<file path="src/hw/rtl/qdc_pkg.sv">
// Package for the quadrature decoder counter: widths, mode and mark codes,
// and the three decode transition tables with their lookup function.
// Depends on nothing; imported by the core and by its checker.
package qdc_pkg;

    localparam int COUNT_W = 32;
    localparam int STEP_W  = 2;
    localparam int MODE_W  = 3;
    localparam int STATE_W = 3;
    localparam int MARK_W  = 2;
    localparam int ENTRY_W = MARK_W + STATE_W;
    localparam int ADDR_W  = 4;
    localparam int DATA_W  = 32;

    localparam logic [1:0] REG_COUNT_MODE  = 2'd0;
    localparam logic [1:0] REG_MIN_LIMIT   = 2'd1;
    localparam logic [1:0] REG_MAX_LIMIT   = 2'd2;
    localparam logic [1:0] REG_WRAP_ENABLE = 2'd3;

    localparam logic [MODE_W-1:0] MODE_QUARTER     = 3'd0;
    localparam logic [MODE_W-1:0] MODE_QUARTER_INV = 3'd1;
    localparam logic [MODE_W-1:0] MODE_HALF        = 3'd2;
    localparam logic [MODE_W-1:0] MODE_HALF_ALT    = 3'd3;
    localparam logic [MODE_W-1:0] MODE_FULL        = 3'd4;

    localparam logic [1:0] INV_NONE = 2'b00;
    localparam logic [1:0] INV_BOTH = 2'b11;
    localparam logic [1:0] INV_B    = 2'b01;

    localparam logic [MARK_W-1:0] MK_NONE = 2'd0;
    localparam logic [MARK_W-1:0] MK_UP   = 2'd1;
    localparam logic [MARK_W-1:0] MK_DN   = 2'd2;
    localparam logic [MARK_W-1:0] MK_ERR  = 2'd3;

    localparam logic [STATE_W-1:0] ST_A   = 3'd0;
    localparam logic [STATE_W-1:0] ST_BCW = 3'd1;
    localparam logic [STATE_W-1:0] ST_DCW = 3'd2;
    localparam logic [STATE_W-1:0] ST_CCW = 3'd3;
    localparam logic [STATE_W-1:0] ST_BCC = 3'd4;
    localparam logic [STATE_W-1:0] ST_DCC = 3'd5;
    localparam logic [STATE_W-1:0] ST_CCC = 3'd6;

    localparam logic signed [STEP_W-1:0] STEP_NONE = 2'sb00;
    localparam logic signed [STEP_W-1:0] STEP_UP   = 2'sb01;
    localparam logic signed [STEP_W-1:0] STEP_DN   = 2'sb11;

    typedef logic [ENTRY_W-1:0] t_entry;

    localparam t_entry TBL_QUARTER [0:31] = '{
        {MK_NONE, ST_A},   {MK_NONE, ST_BCW}, {MK_NONE, ST_DCC}, {MK_ERR, ST_A},
        {MK_NONE, ST_A},   {MK_NONE, ST_BCW}, {MK_ERR, ST_BCW},  {MK_NONE, ST_CCW},
        {MK_UP, ST_A},     {MK_ERR, ST_DCW},  {MK_NONE, ST_DCW}, {MK_NONE, ST_CCW},
        {MK_ERR, ST_CCW},  {MK_NONE, ST_BCW}, {MK_NONE, ST_DCW}, {MK_NONE, ST_CCW},
        {MK_DN, ST_A},     {MK_NONE, ST_BCC}, {MK_ERR, ST_BCC},  {MK_NONE, ST_CCC},
        {MK_NONE, ST_A},   {MK_ERR, ST_DCC},  {MK_NONE, ST_DCC}, {MK_NONE, ST_CCC},
        {MK_ERR, ST_CCC},  {MK_NONE, ST_BCC}, {MK_NONE, ST_DCC}, {MK_NONE, ST_CCC},
        {MK_NONE, ST_A},   {MK_NONE, ST_A},   {MK_NONE, ST_A},   {MK_NONE, ST_A}
    };

    localparam t_entry TBL_HALF [0:31] = '{
        {MK_NONE, ST_A},   {MK_NONE, ST_BCW}, {MK_NONE, ST_DCC}, {MK_ERR, ST_A},
        {MK_NONE, ST_A},   {MK_NONE, ST_BCW}, {MK_ERR, ST_BCW},  {MK_UP, ST_CCW},
        {MK_UP, ST_A},     {MK_ERR, ST_DCW},  {MK_NONE, ST_DCW}, {MK_NONE, ST_CCW},
        {MK_ERR, ST_CCW},  {MK_NONE, ST_BCC}, {MK_NONE, ST_DCW}, {MK_NONE, ST_CCW},
        {MK_DN, ST_A},     {MK_NONE, ST_BCC}, {MK_ERR, ST_BCC},  {MK_NONE, ST_CCW},
        {MK_NONE, ST_A},   {MK_ERR, ST_BCC},  {MK_NONE, ST_DCC}, {MK_DN, ST_CCW},
        {MK_ERR, ST_CCC},  {MK_ERR, ST_CCC},  {MK_ERR, ST_CCC},  {MK_ERR, ST_CCC},
        {MK_NONE, ST_A},   {MK_NONE, ST_A},   {MK_NONE, ST_A},   {MK_NONE, ST_A}
    };

    localparam t_entry TBL_FULL [0:31] = '{
        {MK_NONE, ST_A},   {MK_UP, ST_BCW},   {MK_DN, ST_DCW},   {MK_ERR, ST_A},
        {MK_DN, ST_A},     {MK_NONE, ST_BCW}, {MK_ERR, ST_BCW},  {MK_UP, ST_CCW},
        {MK_UP, ST_A},     {MK_ERR, ST_DCW},  {MK_NONE, ST_DCW}, {MK_DN, ST_CCW},
        {MK_ERR, ST_CCW},  {MK_DN, ST_BCW},   {MK_UP, ST_DCW},   {MK_NONE, ST_CCW},
        {MK_NONE, ST_A},   {MK_NONE, ST_A},   {MK_NONE, ST_A},   {MK_NONE, ST_A},
        {MK_NONE, ST_A},   {MK_NONE, ST_A},   {MK_NONE, ST_A},   {MK_NONE, ST_A},
        {MK_NONE, ST_A},   {MK_NONE, ST_A},   {MK_NONE, ST_A},   {MK_NONE, ST_A},
        {MK_NONE, ST_A},   {MK_NONE, ST_A},   {MK_NONE, ST_A},   {MK_NONE, ST_A}
    };

    function automatic t_entry qdc_lookup(input logic [MODE_W-1:0] mode,
                                          input logic [STATE_W-1:0] row,
                                          input logic [1:0] code);
        logic [4:0] idx;
        t_entry     entry;
        idx = {row, code};
        case (mode) inside
            MODE_QUARTER, MODE_QUARTER_INV: entry = TBL_QUARTER[idx];
            MODE_HALF, MODE_HALF_ALT:       entry = TBL_HALF[idx];
            default:                        entry = TBL_FULL[idx];
        endcase
        return entry;
    endfunction

    function automatic logic [1:0] qdc_invert(input logic [MODE_W-1:0] mode);
        logic [1:0] inv;
        case (mode)
            MODE_QUARTER:  inv = INV_BOTH;
            MODE_HALF_ALT: inv = INV_B;
            default:       inv = INV_NONE;
        endcase
        return inv;
    endfunction

endpackage

</file>
<file path="src/hw/rtl/quadrature_decoder_counter_core.sv">
// A beat is taken into the input stage, then moved into the result registers.
// Throughput: one beat per cycle when not stalled; the input stage holds a beat
// while a result waits, so the input side accepts until both stages are full.
// The decode state and the count are updated when a beat leaves the input stage.
// Reset (synchronous, active low) empties both stages, clears the decode state
// and the count, and loads the configuration registers with their defaults.
module quadrature_decoder_counter_core (
    input  logic                                i_clk,
    input  logic                                i_rst_n,
    input  logic                                i_in_valid,
    output logic                                o_in_ready,
    input  logic                                i_cmd,
    input  logic                                i_phase_a,
    input  logic                                i_phase_b,
    output logic                                o_out_valid,
    input  logic                                i_out_ready,
    output logic signed [qdc_pkg::STEP_W-1:0]   o_step,
    output logic signed [qdc_pkg::COUNT_W-1:0]  o_count,
    output logic                                o_error_flag,
    input  logic                                psel,
    input  logic                                penable,
    input  logic                                pwrite,
    input  logic [qdc_pkg::ADDR_W-1:0]          paddr,
    input  logic [qdc_pkg::DATA_W-1:0]          pwdata,
    output logic [qdc_pkg::DATA_W-1:0]          prdata,
    output logic                                pready
);
    import qdc_pkg::*;

    logic [MODE_W-1:0]         r_count_mode;
    logic signed [COUNT_W-1:0] r_min_limit;
    logic signed [COUNT_W-1:0] r_max_limit;
    logic                      r_wrap_enable;

    logic                      r_in_valid;
    logic                      r_cmd;
    logic                      r_phase_a;
    logic                      r_phase_b;

    logic [STATE_W-1:0]        r_decode_state;
    logic signed [COUNT_W-1:0] r_count;

    logic                      r_out_valid;
    logic signed [STEP_W-1:0]  r_step;
    logic                      r_error_flag;

    logic                      advance;
    logic                      wr_en;
    logic [1:0]                reg_idx;
    logic [1:0]                code;
    logic signed [COUNT_W-1:0] lo;
    logic signed [COUNT_W-1:0] hi;
    t_entry                    entry;
    logic [MARK_W-1:0]         mark;
    logic [STATE_W-1:0]        n_decode_state;
    logic signed [COUNT_W-1:0] n_count;
    logic signed [STEP_W-1:0]  n_step;
    logic                      n_error_flag;

    assign advance    = !r_out_valid || i_out_ready;
    assign o_in_ready = !r_in_valid || advance;
    assign wr_en      = psel && penable && pwrite;
    assign reg_idx    = paddr[ADDR_W-1:2];
    assign pready     = 1'b1;

    always_comb begin
        case (reg_idx)
            REG_COUNT_MODE:  prdata = {{(DATA_W-MODE_W){1'b0}}, r_count_mode};
            REG_MIN_LIMIT:   prdata = r_min_limit;
            REG_MAX_LIMIT:   prdata = r_max_limit;
            REG_WRAP_ENABLE: prdata = {{(DATA_W-1){1'b0}}, r_wrap_enable};
            default:         prdata = '0;
        endcase
    end

    always_comb begin
        code  = {r_phase_a, r_phase_b} ^ qdc_invert(r_count_mode);
        entry = qdc_lookup(r_count_mode, r_decode_state, code);
        mark  = entry[ENTRY_W-1:STATE_W];
        if (r_min_limit >= r_max_limit) begin
            lo = {1'b1, {(COUNT_W-1){1'b0}}};
            hi = {1'b0, {(COUNT_W-1){1'b1}}};
        end else begin
            lo = r_min_limit;
            hi = r_max_limit;
        end
        n_decode_state = entry[STATE_W-1:0];
        n_count        = r_count;
        n_step         = STEP_NONE;
        n_error_flag   = 1'b0;
        if (r_cmd) begin
            n_decode_state = {1'b0, code};
        end else begin
            case (mark)
                MK_UP: begin
                    if (r_count < hi) begin
                        n_count = r_count + 32'sd1;
                        n_step  = STEP_UP;
                    end else if (r_wrap_enable) begin
                        n_count = lo;
                        n_step  = STEP_UP;
                    end else begin
                        n_count = hi;
                    end
                end
                MK_DN: begin
                    if (r_count > lo) begin
                        n_count = r_count - 32'sd1;
                        n_step  = STEP_DN;
                    end else if (r_wrap_enable) begin
                        n_count = hi;
                        n_step  = STEP_DN;
                    end else begin
                        n_count = lo;
                    end
                end
                MK_ERR: begin
                    n_error_flag = 1'b1;
                end
                default: begin
                    n_error_flag = 1'b0;
                end
            endcase
        end
    end

    always_ff @(posedge i_clk) begin
        if (!i_rst_n) begin
            r_count_mode   <= MODE_FULL;
            r_min_limit    <= {1'b1, {(COUNT_W-1){1'b0}}};
            r_max_limit    <= {1'b0, {(COUNT_W-1){1'b1}}};
            r_wrap_enable  <= 1'b0;
            r_in_valid     <= 1'b0;
            r_out_valid    <= 1'b0;
            r_decode_state <= ST_A;
            r_count        <= '0;
        end else begin
            if (wr_en) begin
                case (reg_idx)
                    REG_COUNT_MODE:  r_count_mode  <= pwdata[MODE_W-1:0];
                    REG_MIN_LIMIT:   r_min_limit   <= pwdata;
                    REG_MAX_LIMIT:   r_max_limit   <= pwdata;
                    REG_WRAP_ENABLE: r_wrap_enable <= pwdata[0];
                    default:         r_wrap_enable <= r_wrap_enable;
                endcase
            end
            if (o_in_ready) begin
                r_in_valid <= i_in_valid;
            end
            if (advance) begin
                r_out_valid <= r_in_valid;
                if (r_in_valid) begin
                    r_decode_state <= n_decode_state;
                    r_count        <= n_count;
                end
            end
        end
    end

    always_ff @(posedge i_clk) begin
        if (i_in_valid && o_in_ready) begin
            r_cmd     <= i_cmd;
            r_phase_a <= i_phase_a;
            r_phase_b <= i_phase_b;
        end
        if (advance && r_in_valid) begin
            r_step       <= n_step;
            r_error_flag <= n_error_flag;
        end
    end

    assign o_out_valid  = r_out_valid;
    assign o_step       = r_step;
    assign o_count      = r_count;
    assign o_error_flag = r_error_flag;

endmodule

</file>
<file path="config.mk">
export PLATFORM = sky130hd
export DESIGN_NAME = quadrature_decoder_counter_core
export DESIGN_NICKNAME = d
export VERILOG_FILES = /design/src/hw/rtl/qdc_pkg.sv /design/src/hw/rtl/quadrature_decoder_counter_core.sv
export SDC_FILE = /design/constraint.sdc
export NUM_CORES = 1
export LEC_CHECK = 0
export ABC_AREA = 1
export BUFFER_PORTS_ARGS = -buffer_cell sky130_fd_sc_hd__buf_2
export CAP_MARGIN = 20
export CORE_ASPECT_RATIO = 1.25
export CORE_MARGIN = 1
export CORE_UTILIZATION = 35
export CTS_CLUSTER_DIAMETER = 80
export DETAILED_ROUTE_END_ITERATION = 7
export PLACE_DENSITY_LB_ADDON = 0.12
export SYNTH_ARGS = -nofsm -noshare
export SYNTH_HDL_FRONTEND = slang
export SYNTH_SLANG_ARGS = --single-unit
</file>
<file path="constraint.sdc">
create_clock -name i_clk -period 10.82 [get_ports i_clk]
set_input_delay 1.082 -clock i_clk [delete_from_list [all_inputs] [get_ports i_clk]]
set_output_delay 1.082 -clock i_clk [all_outputs]
set_load 0.01 [all_outputs]
</file>
==> report_table.html, run 1 <==
<table>
<tr><th>Metric</th><th>Value</th></tr>
<tr><th colspan="2">Worst setup path</th></tr>
<tr><td>Delay contributed by the slowest stage of the critical path</td><td>0.71 ns</td></tr>
<tr><td>Top fanout value on the critical path</td><td>41</td></tr>
<tr><td>Setup CP Type</td><td>reg -&gt; reg</td></tr>
<tr><td>Cell family with the largest share of critical-path delay</td><td>simple AND/OR/NAND/NOR gates</td></tr>
<tr><td>Bufs and invs on worst path</td><td>6</td></tr>
<tr><td>Crit-path most repeated cell</td><td>nand2_1</td></tr>
<tr><td>Kind of end point of the critical path</td><td>flop</td></tr>
<tr><td>Slowest stage cell, crit path</td><td>inv_1</td></tr>
<tr><td>Data arrival time of the critical path</td><td>slightly above 6 ns</td></tr>
<tr><td>Worst Setup Start Kind</td><td>flop</td></tr>
<tr><td>Data required time of the critical path</td><td>11.12 ns</td></tr>
<tr><td>Minimum setup slack among reg-to-reg paths</td><td>roughly 5.0 ns</td></tr>
<tr><th colspan="2">Timing</th></tr>
<tr><td>Clock skew</td><td>between 0.015 and 0.02 ns</td></tr>
<tr><td>Highest attainable clock frequency</td><td>between 150 and 200 MHz</td></tr>
<tr><td>Number of failing setup endpoints in the final timing report</td><td>0</td></tr>
<tr><td>Minimum clock period</td><td>5.81 ns</td></tr>
<tr><td>Final period util</td><td>0.537</td></tr>
<tr><td>TNS Setup</td><td>0 ns</td></tr>
<tr><td>Final hold viol count</td><td>0</td></tr>
<tr><td>Post-route setup slack</td><td>5.01 ns</td></tr>
<tr><td>Pins over their slew limit</td><td>0</td></tr>
<tr><td>Normalized max-slew margin</td><td>0.329</td></tr>
<tr><td>Actual slew at the worst max-slew pin</td><td>1.01 ns</td></tr>
<tr><td>Setup repair after global routing missed its margin</td><td>false</td></tr>
<tr><th colspan="2">Run status</th></tr>
<tr><td>Status</td><td>finished, final reports clean</td></tr>
<tr><th colspan="2">Worst hold path</th></tr>
<tr><td>Worst Hold Class</td><td>reg -&gt; reg</td></tr>
<tr><th colspan="2">Power and ir drop</th></tr>
<tr><td>Pwr per Cell Area</td><td>111 mW/mm²</td></tr>
<tr><td>Net Switching</td><td>506 µW</td></tr>
<tr><td>Share of power burned in the clock network</td><td>0.293</td></tr>
<tr><td>Worst ir drop on vdd</td><td>0.0000646 V</td></tr>
<tr><td>Switching share of power</td><td>0.396</td></tr>
<tr><td>Part of the power in registers</td><td>0.359</td></tr>
<tr><td>Cell leakage power</td><td>0.00546 µW</td></tr>
<tr><td>Part of the total power dissipated in combinational logic</td><td>0.349</td></tr>
<tr><td>Internal power</td><td>772 µW</td></tr>
<tr><th colspan="2">GRT</th></tr>
<tr><td>Largest net degree at the start of global routing</td><td>95</td></tr>
<tr><td>Vias in the first global route</td><td>10000</td></tr>
<tr><td>Global route total overflow</td><td>0</td></tr>
<tr><td>Global-route wire length before repair</td><td>55400 µm</td></tr>
<tr><td>Global-route total usage across every layer</td><td>0.232</td></tr>
<tr><td>Initial antenna violation count</td><td>0</td></tr>
<tr><th colspan="2">CTS</th></tr>
<tr><td>Number of buffers inserted by post-CTS setup repair</td><td>0</td></tr>
<tr><td>CTS Sinks</td><td>111</td></tr>
<tr><td>Maximum root-to-sink buffer count</td><td>2</td></tr>
<tr><td>Insertion delay of the later-clocked pin in the worst-skew pair</td><td>0.38 ns</td></tr>
<tr><td>Clock tree root driver cell</td><td>clkbuf_16</td></tr>
<tr><td>TritonCTS Buffers</td><td>9</td></tr>
<tr><td>CTS tree</td><td>built</td></tr>
<tr><td>CTS H-Tree Depth</td><td>3</td></tr>
<tr><td>Post-CTS Resized</td><td>0</td></tr>
<tr><td>Clock input transition at the sequential cells of the worst setup and hold paths</td><td>0.09 ns</td></tr>
<tr><td>Hold Buf Count CTS</td><td>0</td></tr>
<tr><th colspan="2">Logic synthesis</th></tr>
<tr><td>Number of warning messages in the yosys log</td><td>0</td></tr>
<tr><td>Register area share after synthesis</td><td>0.219</td></tr>
<tr><td>Number of distinct library cells after synthesis</td><td>54</td></tr>
<tr><td>Cells after Synth</td><td>1610</td></tr>
<tr><td>Cell area after synthesis</td><td>0.0104 mm²</td></tr>
<tr><td>Flip-flop and latch count after synthesis</td><td>111</td></tr>
<tr><td>Synth async-reset ratio</td><td>0</td></tr>
<tr><td>Number of nets produced by synthesis</td><td>1761</td></tr>
<tr><td>Number of flops mapped to enable cells by yosys</td><td>6</td></tr>
<tr><td>Avg Synthesized Cell Area</td><td>6.48 µm²</td></tr>
<tr><td>Most instantiated flip-flop cell in the synthesis netlist</td><td>dfxtp_1</td></tr>
<tr><th colspan="2">Final layout</th></tr>
<tr><td>Most frequent cells in the layout</td><td>338 x nand2_1, 179 x nor2_1, 173 x o21ai_0</td></tr>
<tr><td>Fraction of final layout cells sized beyond drive strength 1</td><td>0.127</td></tr>
<tr><td>Leading cell type in the layout, fill and taps excluded</td><td>nand2_1</td></tr>
<tr><td>Antenna cells</td><td>0</td></tr>
<tr><td>Layout overhead on the synthesized area</td><td>10.0%</td></tr>
<tr><td>Final net count</td><td>around 1800</td></tr>
<tr><th colspan="2">Drt</th></tr>
<tr><td>Met2 wirelength from detailed routing</td><td>about 15000 µm</td></tr>
<tr><td>WL met3</td><td>around 1700 µm</td></tr>
<tr><td>Via-per-instance ratio</td><td>5.21</td></tr>
<tr><td>Routed vias</td><td>10800</td></tr>
<tr><td>Average wire per standard cell</td><td>16.8 µm</td></tr>
<tr><td>Count of antenna-violating nets left after detailed routing</td><td>0</td></tr>
<tr><td>Number of detailed-routing iterations run before antenna repair</td><td>5</td></tr>
<tr><td>Top metal layer carrying routed signals</td><td>met4</td></tr>
<tr><td>Total routed wirelength</td><td>34700 µm</td></tr>
<tr><td>First DRT Iteration DRCs</td><td>808</td></tr>
<tr><td>Drc violations</td><td>0</td></tr>
<tr><td>M1 WL</td><td>17400 µm</td></tr>
<tr><th colspan="2">Placed design</th></tr>
<tr><td>Detailed-placement wirelength estimate</td><td>25400 µm</td></tr>
<tr><td>Gpl congestion</td><td>0.852</td></tr>
<tr><td>Post-Place Worst Slack</td><td>5.00 ns</td></tr>
<tr><td>Count of input and output buffers</td><td>112</td></tr>
<tr><th colspan="2">Floorplanning</th></tr>
<tr><td>Horizontal die dimension</td><td>156 µm</td></tr>
<tr><td>Number of primary I/O pins</td><td>about 120</td></tr>
<tr><td>Effective utilization at floorplan</td><td>0.357</td></tr>
<tr><td>Area of the die</td><td>0.0305 mm²</td></tr>
<tr><td>Vertical die dimension</td><td>195 µm</td></tr>
<tr><td>Number of placement rows</td><td>70</td></tr>
<tr><td>Core footprint</td><td>just under 0.03 mm²</td></tr>
<tr><th colspan="2">Flow run</th></tr>
<tr><td>Max-cap violations</td><td>0</td></tr>
</table>
through the flow:
stage	instances	hold slack (ns)	util	instance area, µm²	total power, µW
global route	2068	0.560	0.392	11500	1360
detailed placement	2051	0.500	0.381	11100	907
floorplan	1610	0.454	-	10400	794
finish	2068	0.520	0.392	11500	1280
global placement	2051	0.497	0.381	11100	908
CTS	2067	0.513	0.391	11500	1280
layout make-up:
class                   count  area [µm²]
inverters                 171         642
clock inverters             6        73.8
repair buffers            125         678
flip-flops and latches    111        2280
fillers                  3232       17800
clock buffers              10         239
well taps                 396         495
multi-input cells        1249        7070
worst min-delay path, cell delays in order, from the launching register on:
cell and delay, ns:
dfxtp_1 0.33, nand2_1 0.08, a21oi_1 0.07
flip-flops by register name (all words and copies together), names as in the netlist:
name            flops
o_count            32
r_max_limit        32
r_min_limit        32
r_count_mode        3
r_decode_state      3
o_step              2
o_error_flag        1
o_out_valid         1
r_cmd               1
r_in_valid          1
r_phase_a           1
r_phase_b           1
r_wrap_enable       1
cells in the mapped netlist, drive strengths merged (5+ instances only):
| master | number | area, µm² |
|---|---|---|
| xnor2 | 6 | 52.6 |
| a21oi | 138 | 736 |
| o22ai | 5 | 31.3 |
| inv | 170 | 638 |
| buf | 20 | 151 |
| a31oi | 12 | 75.1 |
| xor2 | 30 | 263 |
| dfxtp | 105 | 2100 |
| nor3 | 18 | 131 |
| ha | 105 | 1310 |
| clkbuf | 59 | 302 |
| nand3 | 113 | 626 |
| nor4 | 13 | 133 |
| o211ai | 43 | 323 |
| nor2 | 188 | 728 |
| nand2 | 351 | 1370 |
| nand4 | 15 | 106 |
| o221ai | 6 | 52.6 |
| o21ai | 177 | 890 |
| edfxtp | 6 | 180 |
metal layers:
layer,global-route usage,vias to the layer above
met5,0,-
met4,0.0519,0
met3,0.0277,23
met2,0.359,303
met1,0.339,4920
li1,-,5536
cell families (layout without fill, tap and decap cells):
| kind of cell | after synthesis | after routing | share of synthesized area |
|---|---|---|---|
| compound gates | 404 | 404 | 0.220 |
| xor+xnor | 36 | 36 | 0.0302 |
| fa+ha+maj | 105 | 105 | 0.126 |
| buf+inv | 250 | 312 | 0.105 |
| flops | 111 | 111 | 0.219 |
| other cells | 1 | 1 | 0.000359 |
| simple gates | 703 | 703 | 0.300 |
power by group through the flow:
stage / sequential [µW] / combinational, µW / clock (µW)
after global placement: 467 / 441 / 0
final: 458 / 445 / 374
after detailed placement: 467 / 440 / 0
after CTS: 458 / 443 / 383
after floorplan: 457 / 338 / 0
after global routing: 461 / 501 / 400
path summary, 6_finish.rpt:
path	endpoint	from	cells after the start
max reg2reg	o_count[15]	r_max_limit[31]	28
max	o_count[15]	r_max_limit[31]	28
min	o_out_valid	o_out_valid	2
min reg2reg	o_out_valid	o_out_valid	2
No activity file was read; power rests on OpenSTA's default activity.
==> run 2, diff against run 1 <==
- clock period: 10.82 -> 5.8 ns (I/O delays scaled with it)
==> run 2 against run 1 <==
Hold slack lost 0.14 ns. Sequential share of layout area decreased by 0.17 points. Wire length about the same. Power up 87%. Non-clock buffer count is 12 higher. Design area rose by 0.88%. Register-to-register slack worse by 4.5 ns. Fmax rose by 10%. Count of clock-buffer cells in the layout up 1. Worst setup slack lost 4.5 ns. Critical path type unchanged. Largest cell class unchanged. Largest power group unchanged.
==> report_table.html, run 2 (synthesized netlist as in run 1, its figures left out) <==
<table>
<tr><th>Metric</th><th>Value</th></tr>
<tr><th colspan="2">Run status</th></tr>
<tr><td>Status</td><td>finished, final reports clean</td></tr>
<tr><th colspan="2">Floorplanning</th></tr>
<tr><td>Core footprint</td><td>0.0293 mm² (unchanged)</td></tr>
<tr><td>Area of the die</td><td>0.0305 mm² (unchanged)</td></tr>
<tr><td>Vertical die dimension</td><td>195 µm (unchanged)</td></tr>
<tr><td>Number of placement rows</td><td>70 (unchanged)</td></tr>
<tr><td>Horizontal die dimension</td><td>156 µm (unchanged)</td></tr>
<tr><td>Number of primary I/O pins</td><td>116 (unchanged)</td></tr>
<tr><td>Effective utilization at floorplan</td><td>0.357 (unchanged)</td></tr>
<tr><th colspan="2">Timing</th></tr>
<tr><td>Normalized max-slew margin</td><td>0.346 (+0.0172)</td></tr>
<tr><td>Clock skew</td><td>0.00897 ns (-0.00631 ns)</td></tr>
<tr><td>Number of failing setup endpoints in the final timing report</td><td>0 (unchanged)</td></tr>
<tr><td>Final hold viol count</td><td>0 (unchanged)</td></tr>
<tr><td>Pins over their slew limit</td><td>0 (unchanged)</td></tr>
<tr><td>Final period util</td><td>0.907 (+0.370)</td></tr>
<tr><td>Post-route setup slack</td><td>0.540 ns (-4.47 ns)</td></tr>
<tr><td>Setup repair after global routing missed its margin</td><td>false</td></tr>
<tr><td>TNS Setup</td><td>0 ns (unchanged)</td></tr>
<tr><td>Minimum clock period</td><td>5.26 ns (-0.550 ns)</td></tr>
<tr><td>Actual slew at the worst max-slew pin</td><td>0.981 ns (-0.0258 ns)</td></tr>
<tr><td>Highest attainable clock frequency</td><td>190 MHz (+10%)</td></tr>
<tr><th colspan="2">GRT</th></tr>
<tr><td>Initial antenna violation count</td><td>0 (unchanged)</td></tr>
<tr><td>Vias in the first global route</td><td>10200 (+1.2%)</td></tr>
<tr><td>Routing usage on met1</td><td>0.339 (about the same)</td></tr>
<tr><td>Met3 demand-to-capacity share in global routing</td><td>0.0262 (-0.00155)</td></tr>
<tr><td>Largest net degree at the start of global routing</td><td>91 (-4.2%)</td></tr>
<tr><td>Global-route total usage across every layer</td><td>0.234 (+0.00245)</td></tr>
<tr><td>Global route total overflow</td><td>0 (unchanged)</td></tr>
<tr><td>Global-route wire length before repair</td><td>56000 µm (+1.1%)</td></tr>
<tr><td>Layer with the highest usage after global routing</td><td>met2</td></tr>
<tr><td>Fraction of met2 tracks used by global routing</td><td>0.363 (+0.00430)</td></tr>
<tr><th colspan="2">Final layout</th></tr>
<tr><td>Util after Layout</td><td>0.396 (+0.00346)</td></tr>
<tr><td>Layout overhead on the synthesized area</td><td>11.0%</td></tr>
<tr><td>Filler cell count</td><td>3232 (unchanged)</td></tr>
<tr><td>Final net count</td><td>1830 (+0.66%)</td></tr>
<tr><td>Antenna cells</td><td>0 (unchanged)</td></tr>
<tr><td>Fraction of final layout cells sized beyond drive strength 1</td><td>0.134 (+0.00741)</td></tr>
<tr><td>Leading cell type in the layout, fill and taps excluded</td><td>nand2_1</td></tr>
<tr><td>Final design area excluding fillers</td><td>0.0116 mm² (+0.88%)</td></tr>
<tr><td>Most frequent cells in the layout</td><td>337 x nand2_1, 179 x nor2_1, 173 x o21ai_0</td></tr>
<tr><th colspan="2">Drt</th></tr>
<tr><td>Via-per-instance ratio</td><td>5.19 (-0.50%)</td></tr>
<tr><td>Average wire per standard cell</td><td>16.7 µm (-0.61%)</td></tr>
<tr><td>Total routed wirelength</td><td>34700 µm (about the same)</td></tr>
<tr><td>First DRT Iteration DRCs</td><td>723 (-11%)</td></tr>
<tr><td>Drc violations</td><td>0 (unchanged)</td></tr>
<tr><td>Count of antenna-violating nets left after detailed routing</td><td>0 (unchanged)</td></tr>
<tr><td>Number of detailed-routing iterations run before antenna repair</td><td>5 (unchanged)</td></tr>
<tr><td>Routed vias</td><td>10800 (+0.074%)</td></tr>
<tr><th colspan="2">CTS</th></tr>
<tr><td>TritonCTS Buffers</td><td>9 (unchanged)</td></tr>
<tr><td>CTS H-Tree Depth</td><td>3 (unchanged)</td></tr>
<tr><td>Clock input transition at the sequential cells of the worst setup and hold paths</td><td>0.08 ns (about the same)</td></tr>
<tr><td>CTS Sinks</td><td>111 (unchanged)</td></tr>
<tr><td>Insertion delay of the later-clocked pin in the worst-skew pair</td><td>0.38 ns (about the same)</td></tr>
<tr><td>CTS tree</td><td>built</td></tr>
<tr><td>Maximum root-to-sink buffer count</td><td>2 (unchanged)</td></tr>
<tr><td>Clock tree root driver cell</td><td>clkbuf_16</td></tr>
<tr><th colspan="2">Worst setup path</th></tr>
<tr><td>Crit-path most repeated cell</td><td>nand2_1</td></tr>
<tr><td>Kind of end point of the critical path</td><td>flop</td></tr>
<tr><td>Data arrival time of the critical path</td><td>5.56 ns (-0.55 ns)</td></tr>
<tr><td>Data required time of the critical path</td><td>6.10 ns (-5.02 ns)</td></tr>
<tr><td>Count of cells along the worst register-to-register path</td><td>26 (-7.1%)</td></tr>
<tr><td>Minimum setup slack among reg-to-reg paths</td><td>0.54 ns (-4.47 ns)</td></tr>
<tr><td>Top fanout value on the critical path</td><td>36 (-12%)</td></tr>
<tr><td>Crit Reg-Reg Startpoint</td><td>r_max_limit[31]</td></tr>
<tr><td>Slowest stage cell, crit path</td><td>inv_1</td></tr>
<tr><td>Delay contributed by the slowest stage of the critical path</td><td>0.54 ns (-0.17 ns)</td></tr>
<tr><td>Critical Path Sink</td><td>o_count[16]</td></tr>
<tr><td>Capturing point of the worst reg2reg path</td><td>o_count[16]</td></tr>
<tr><td>Setup CP Type</td><td>reg -&gt; reg</td></tr>
<tr><td>Beginning of the critical path</td><td>r_max_limit[31]</td></tr>
<tr><td>Worst Setup Start Kind</td><td>flop</td></tr>
<tr><th colspan="2">Worst hold path</th></tr>
<tr><td>Worst Hold Class</td><td>in -&gt; reg</td></tr>
<tr><th colspan="2">Power and ir drop</th></tr>
<tr><td>Worst ir drop on vdd</td><td>0.000143 V (+120%)</td></tr>
<tr><td>Cell leakage power</td><td>0.00551 µW (+1.0%)</td></tr>
<tr><td>Pwr per Cell Area</td><td>207 mW/mm² (+86%)</td></tr>
<tr><th colspan="2">Placed design</th></tr>
<tr><td>Post-Place Worst Slack</td><td>0.494 ns (-4.51 ns)</td></tr>
<tr><td>Gpl congestion</td><td>0.878 (+3.0%)</td></tr>
<tr><td>Count of input and output buffers</td><td>112 (unchanged)</td></tr>
<tr><td>Post-placement cell area</td><td>0.0112 mm² (+0.81%)</td></tr>
<tr><td>Detailed-placement wirelength estimate</td><td>26100 µm (+2.8%)</td></tr>
<tr><th colspan="2">Flow run</th></tr>
<tr><td>Max-cap violations</td><td>0 (unchanged)</td></tr>
</table>
==> run 2: cell types whose count changed in the layout (fill, tap and decap cells not counted) <==
cell        previous run  this run
buf_6                  0         1
inv_4                  0         1
clkinvlp_4             0         2
nand2_2                9        10
clkbuf_8               1         2
inv_6                  4         2
clkinv_4               1         0
inv_1                164       163
nand2_1              338       337
buf_4                 12        23
==> run 2: final cells by class <==
| cell class | count | area [µm²] | area share |
|---|---|---|---|
| Timing Repair Buffer | 137 | 772 | 0.0667 |
| Multi-Input combinational cell | 1249 | 7070 | 0.610 |
| Tap cell | 396 | 495 | 0.0428 |
| Clock buffer | 11 | 253 | 0.0218 |
| Clock inverter | 5 | 61.3 | 0.00529 |
| Sequential cell | 111 | 2280 | 0.197 |
| Inverter | 171 | 646 | 0.0558 |
==> run 2: worst min path at each step <==
stage                          startpoint              end  slack [ns]  cells after the start
after floorplan           r_count_mode[0]  r_count_mode[0]        0.45                      2
after global placement        o_out_valid      o_out_valid        0.50                      2
after detailed placement      o_out_valid      o_out_valid        0.50                      2
after CTS                           i_cmd            r_cmd        0.37                      1
after global routing                i_cmd            r_cmd        0.37                      1
final                               i_cmd            r_cmd        0.38                      1
==> run 2: timing repair <==
| item | 4_1_cts | 5_1_grt |
|---|---|---|
| buffers inserted | 0 | 0 |
| gates resized for setup | 0 | 3 |
| hold buffers | 0 | 0 |
| endpoints found under the setup margin | 0 | 5 |
==> run 2: layer usage <==
| layer | wire [µm] | share of wire |
|---|---|---|
| met2 | 15100 | 0.44 |
| met5 | 0 | 0 |
| met3 | 1600 | 0.046 |
| met1 | 17400 | 0.50 |
| met4 | 534 | 0.015 |
==> run 2: through the flow <==
stage	total power, µW	cells	hold WS [ns]
final	2390	2080	0.381
after CTS	2400	2079	0.373
after detailed placement	1710	2063	0.502
after global placement	1700	2063	0.495
after global routing	2550	2080	0.372
after floorplan	1480	1610	0.454
==> run 2: power by group <==
| group | internal, µW | switching, µW | total (µW) | leakage [µW] |
|---|---|---|---|---|
| Clock | 363 | 327 | 690 | 0.000153 |
| Combinational | 297 | 551 | 848 | 0.00445 |
| Sequential | 797 | 56.8 | 854 | 0.000911 |
| Total | 1460 | 935 | 2390 | 0.00551 |
==> run 2: critical path: cells and delay by family, from the launching register on <==
family / cells / cell delay (ns)
fa+ha+maj: 2 / 0.79
buf+inv: 4 / 1.18
compound gates: 4 / 0.46
flops: 1 / 0.36
simple gates: 16 / 2.37
==> run 3, diff against run 2 <==
- CORE_UTILIZATION: 35 -> 48
==> run 3 against run 2 <==
Cell count is 6.3% lower. Power is 3.2% lower. Fmax is 1.3% lower. Flip-flop and latch count stayed put. Global-route usage is 5.9 points higher.
==> report_table.html, run 3 (synthesized netlist as in run 1, its figures left out) <==
<table>
<tr><th>Metric</th><th>Value</th></tr>
<tr><th colspan="2">Worst setup path</th></tr>
<tr><td>Worst Setup Start Kind</td><td>flop</td></tr>
<tr><td>Setup CP Type</td><td>reg -&gt; reg</td></tr>
<tr><td>Top fanout value on the critical path</td><td>36 (unchanged)</td></tr>
<tr><td>Minimum setup slack among reg-to-reg paths</td><td>0.47 ns (-0.07 ns)</td></tr>
<tr><td>Kind of end point of the critical path</td><td>flop</td></tr>
<tr><td>Data arrival time of the critical path</td><td>5.63 ns (+0.07 ns)</td></tr>
<tr><td>Data required time of the critical path</td><td>6.11 ns (about the same)</td></tr>
<tr><td>Count of cells along the worst register-to-register path</td><td>26 (unchanged)</td></tr>
<tr><td>Capturing point of the worst reg2reg path</td><td>o_count[25]</td></tr>
<tr><td>Crit Reg-Reg Startpoint</td><td>r_max_limit[31]</td></tr>
<tr><th colspan="2">Placed design</th></tr>
<tr><td>Count of input and output buffers</td><td>112 (unchanged)</td></tr>
<tr><td>Gpl congestion</td><td>0.916 (+4.3%)</td></tr>
<tr><td>Detailed-placement wirelength estimate</td><td>24100 µm (-7.7%)</td></tr>
<tr><th colspan="2">Drt</th></tr>
<tr><td>Drc violations</td><td>0 (unchanged)</td></tr>
<tr><td>Average wire per standard cell</td><td>16.6 µm (-0.26%)</td></tr>
<tr><td>Number of detailed-routing iterations run before antenna repair</td><td>5 (unchanged)</td></tr>
<tr><td>Routed vias</td><td>11000 (+2.3%)</td></tr>
<tr><td>Via-per-instance ratio</td><td>5.66 (+9.1%)</td></tr>
<tr><td>First DRT Iteration DRCs</td><td>845 (+17%)</td></tr>
<tr><td>Count of antenna-violating nets left after detailed routing</td><td>0 (unchanged)</td></tr>
<tr><td>Total routed wirelength</td><td>32400 µm (-6.5%)</td></tr>
<tr><th colspan="2">Final layout</th></tr>
<tr><td>Antenna cells</td><td>0 (unchanged)</td></tr>
<tr><td>Layout overhead on the synthesized area</td><td>8.39%</td></tr>
<tr><td>Leading cell type in the layout, fill and taps excluded</td><td>nand2_1</td></tr>
<tr><td>Most frequent cells in the layout</td><td>338 x nand2_1, 179 x nor2_1, 173 x o21ai_0</td></tr>
<tr><td>Filler cell count</td><td>2218 (-31%)</td></tr>
<tr><td>Final net count</td><td>1822 (-0.44%)</td></tr>
<tr><td>Fraction of final layout cells sized beyond drive strength 1</td><td>0.129 (-0.00473)</td></tr>
<tr><th colspan="2">GRT</th></tr>
<tr><td>Global-route total usage across every layer</td><td>0.293 (+0.0591)</td></tr>
<tr><td>Global route total overflow</td><td>0 (unchanged)</td></tr>
<tr><td>Vias in the first global route</td><td>10300 (+1.1%)</td></tr>
<tr><td>Global-route wire length before repair</td><td>52500 µm (-6.3%)</td></tr>
<tr><td>Largest net degree at the start of global routing</td><td>91 (unchanged)</td></tr>
<tr><td>Initial antenna violation count</td><td>0 (unchanged)</td></tr>
<tr><th colspan="2">Timing</th></tr>
<tr><td>Final hold viol count</td><td>0 (unchanged)</td></tr>
<tr><td>Minimum clock period</td><td>5.33 ns (+0.0690 ns)</td></tr>
<tr><td>TNS Setup</td><td>0 ns (unchanged)</td></tr>
<tr><td>Final period util</td><td>0.919 (+0.0119)</td></tr>
<tr><td>Clock skew</td><td>0.0121 ns (+0.00309 ns)</td></tr>
<tr><td>Setup repair after global routing missed its margin</td><td>false</td></tr>
<tr><td>Highest attainable clock frequency</td><td>188 MHz (-1.3%)</td></tr>
<tr><td>Actual slew at the worst max-slew pin</td><td>1.04 ns (+0.0616 ns)</td></tr>
<tr><td>Number of failing setup endpoints in the final timing report</td><td>0 (unchanged)</td></tr>
<tr><td>Normalized max-slew margin</td><td>0.304 (-0.0418)</td></tr>
<tr><td>Pins over their slew limit</td><td>0 (unchanged)</td></tr>
<tr><th colspan="2">Worst hold path</th></tr>
<tr><td>Number of cells on the worst hold path</td><td>1 (unchanged)</td></tr>
<tr><td>Worst Hold Class</td><td>in -&gt; reg</td></tr>
<tr><td>Worst min-delay path startpoint</td><td>i_phase_b</td></tr>
<tr><td>Terminating pin of the worst hold path</td><td>r_phase_b</td></tr>
<tr><th colspan="2">Floorplanning</th></tr>
<tr><td>Effective utilization at floorplan</td><td>0.496 (+0.139)</td></tr>
<tr><td>Number of primary I/O pins</td><td>116 (unchanged)</td></tr>
<tr><td>Area of the die</td><td>0.0223 mm² (-27%)</td></tr>
<tr><td>Core footprint</td><td>0.0210 mm² (-28%)</td></tr>
<tr><td>Number of placement rows</td><td>59 (-16%)</td></tr>
<tr><td>Horizontal die dimension</td><td>134 µm (-14%)</td></tr>
<tr><td>Vertical die dimension</td><td>167 µm (-14%)</td></tr>
<tr><th colspan="2">CTS</th></tr>
<tr><td>TritonCTS Buffers</td><td>9 (unchanged)</td></tr>
<tr><td>Clock tree root driver cell</td><td>clkbuf_16</td></tr>
<tr><td>Clock input transition at the sequential cells of the worst setup and hold paths</td><td>0.08 ns (about the same)</td></tr>
<tr><td>Hold Buf Count CTS</td><td>0 (unchanged)</td></tr>
<tr><td>CTS H-Tree Depth</td><td>3 (unchanged)</td></tr>
<tr><td>CTS tree</td><td>built</td></tr>
<tr><td>Insertion delay of the later-clocked pin in the worst-skew pair</td><td>0.37 ns (about the same)</td></tr>
<tr><td>Maximum root-to-sink buffer count</td><td>2 (unchanged)</td></tr>
<tr><td>CTS Sinks</td><td>111 (unchanged)</td></tr>
<tr><th colspan="2">Power and ir drop</th></tr>
<tr><td>Worst ir drop on vdd</td><td>0.000132 V (-7.2%)</td></tr>
<tr><td>Power after layout</td><td>2310 µW (-3.2%)</td></tr>
<tr><td>Pwr per Cell Area</td><td>205 mW/mm² (-0.93%)</td></tr>
<tr><td>Cell leakage power</td><td>0.00545 µW (-1.1%)</td></tr>
<tr><th colspan="2">Flow run</th></tr>
<tr><td>Max-cap violations</td><td>0 (unchanged)</td></tr>
<tr><th colspan="2">Run status</th></tr>
<tr><td>Status</td><td>finished, final reports clean</td></tr>
</table>
run 3: how the worst max path moves through the flow:
stage                   to  depth (start not counted)       startpoint
4_1_cts          o_step[0]                         25  r_max_limit[31]
3_3_place_gp     o_step[0]                         25  r_max_limit[31]
2_1_floorplan  o_count[31]                         27  r_max_limit[31]
5_1_grt         o_count[9]                         27  r_max_limit[31]
3_5_place_dp     o_step[0]                         26  r_max_limit[31]
6_report       o_count[25]                         26  r_max_limit[31]
run 3: cell type report:
cell class                      count  area (µm²)  share of cell area
Clock inverter                      6        43.8             0.00387
Multi-Input combinational cell   1249        7070               0.625
Sequential cell                   111        2280               0.202
Timing Repair Buffer              129         688              0.0608
Inverter                          171         646              0.0571
Tap cell                          274         343              0.0303
Clock buffer                       10         239              0.0211
run 3: per-layer routing:
metal | vias up | routed length [µm] | GRT usage
met5 | - | 0 | 0
met1 | 5031 | 15600 | 0.427
met3 | 39 | 2240 | 0.0259
met2 | 426 | 14000 | 0.459
met4 | 0 | 559 | 0.0776
li1 | 5539 | - | -
run 3: report_power, final:
group / switching [µW] / total (µW) / internal [µW] / leakage, µW
clock network: 323 / 629 / 306 / 0.000139
logic: 543 / 831 / 288 / 0.00440
registers: 57.3 / 854 / 797 / 0.000911
run 3: worst max-delay path, stage by stage (launching register included):
cell and delay, ns:
dfxtp_1 0.37, inv_1 0.07, ha_1 0.37, nand2_1 0.11, nor2_2 0.15, nand2_2 0.09, nor4_4 0.21, nand2_1 0.11
nand2_1 0.06, nand2_1 0.07, and2_1 0.14, nand2_1 0.11, buf_4 0.39, nor2_1 0.14, ha_1 0.41, nand4_1 0.14
nor3_1 0.31, nor4b_1 0.37, nand2_1 0.13, nand2_1 0.07, nand2_1 0.05, nand3_1 0.10, buf_4 0.29, nand2_1 0.30
o221ai_1 0.39, a21oi_1 0.13, a21oi_2 0.16
run 3: what timing repair did:
action,CTS,global route
gates resized for setup,0,1
buffers inserted,0,0
endpoints found under the setup margin,0,1
hold endpoints to repair,0,0
run 3: through the flow:
stage / hold WS [ns] / cell area (µm²) / cells / setup slack [ns] / utilization
finish: 0.387 / 11300 / 1950 / 0.471 / 0.538
global route: 0.377 / 11300 / 1950 / 0.0413 / 0.538
CTS: 0.378 / 11300 / 1950 / 0.430 / 0.537
detailed placement: 0.497 / 11000 / 1934 / 0.461 / 0.524
global placement: 0.488 / 11000 / 1934 / 0.538 / 0.524
floorplan: 0.454 / 10400 / 1610 / 1.79 / -
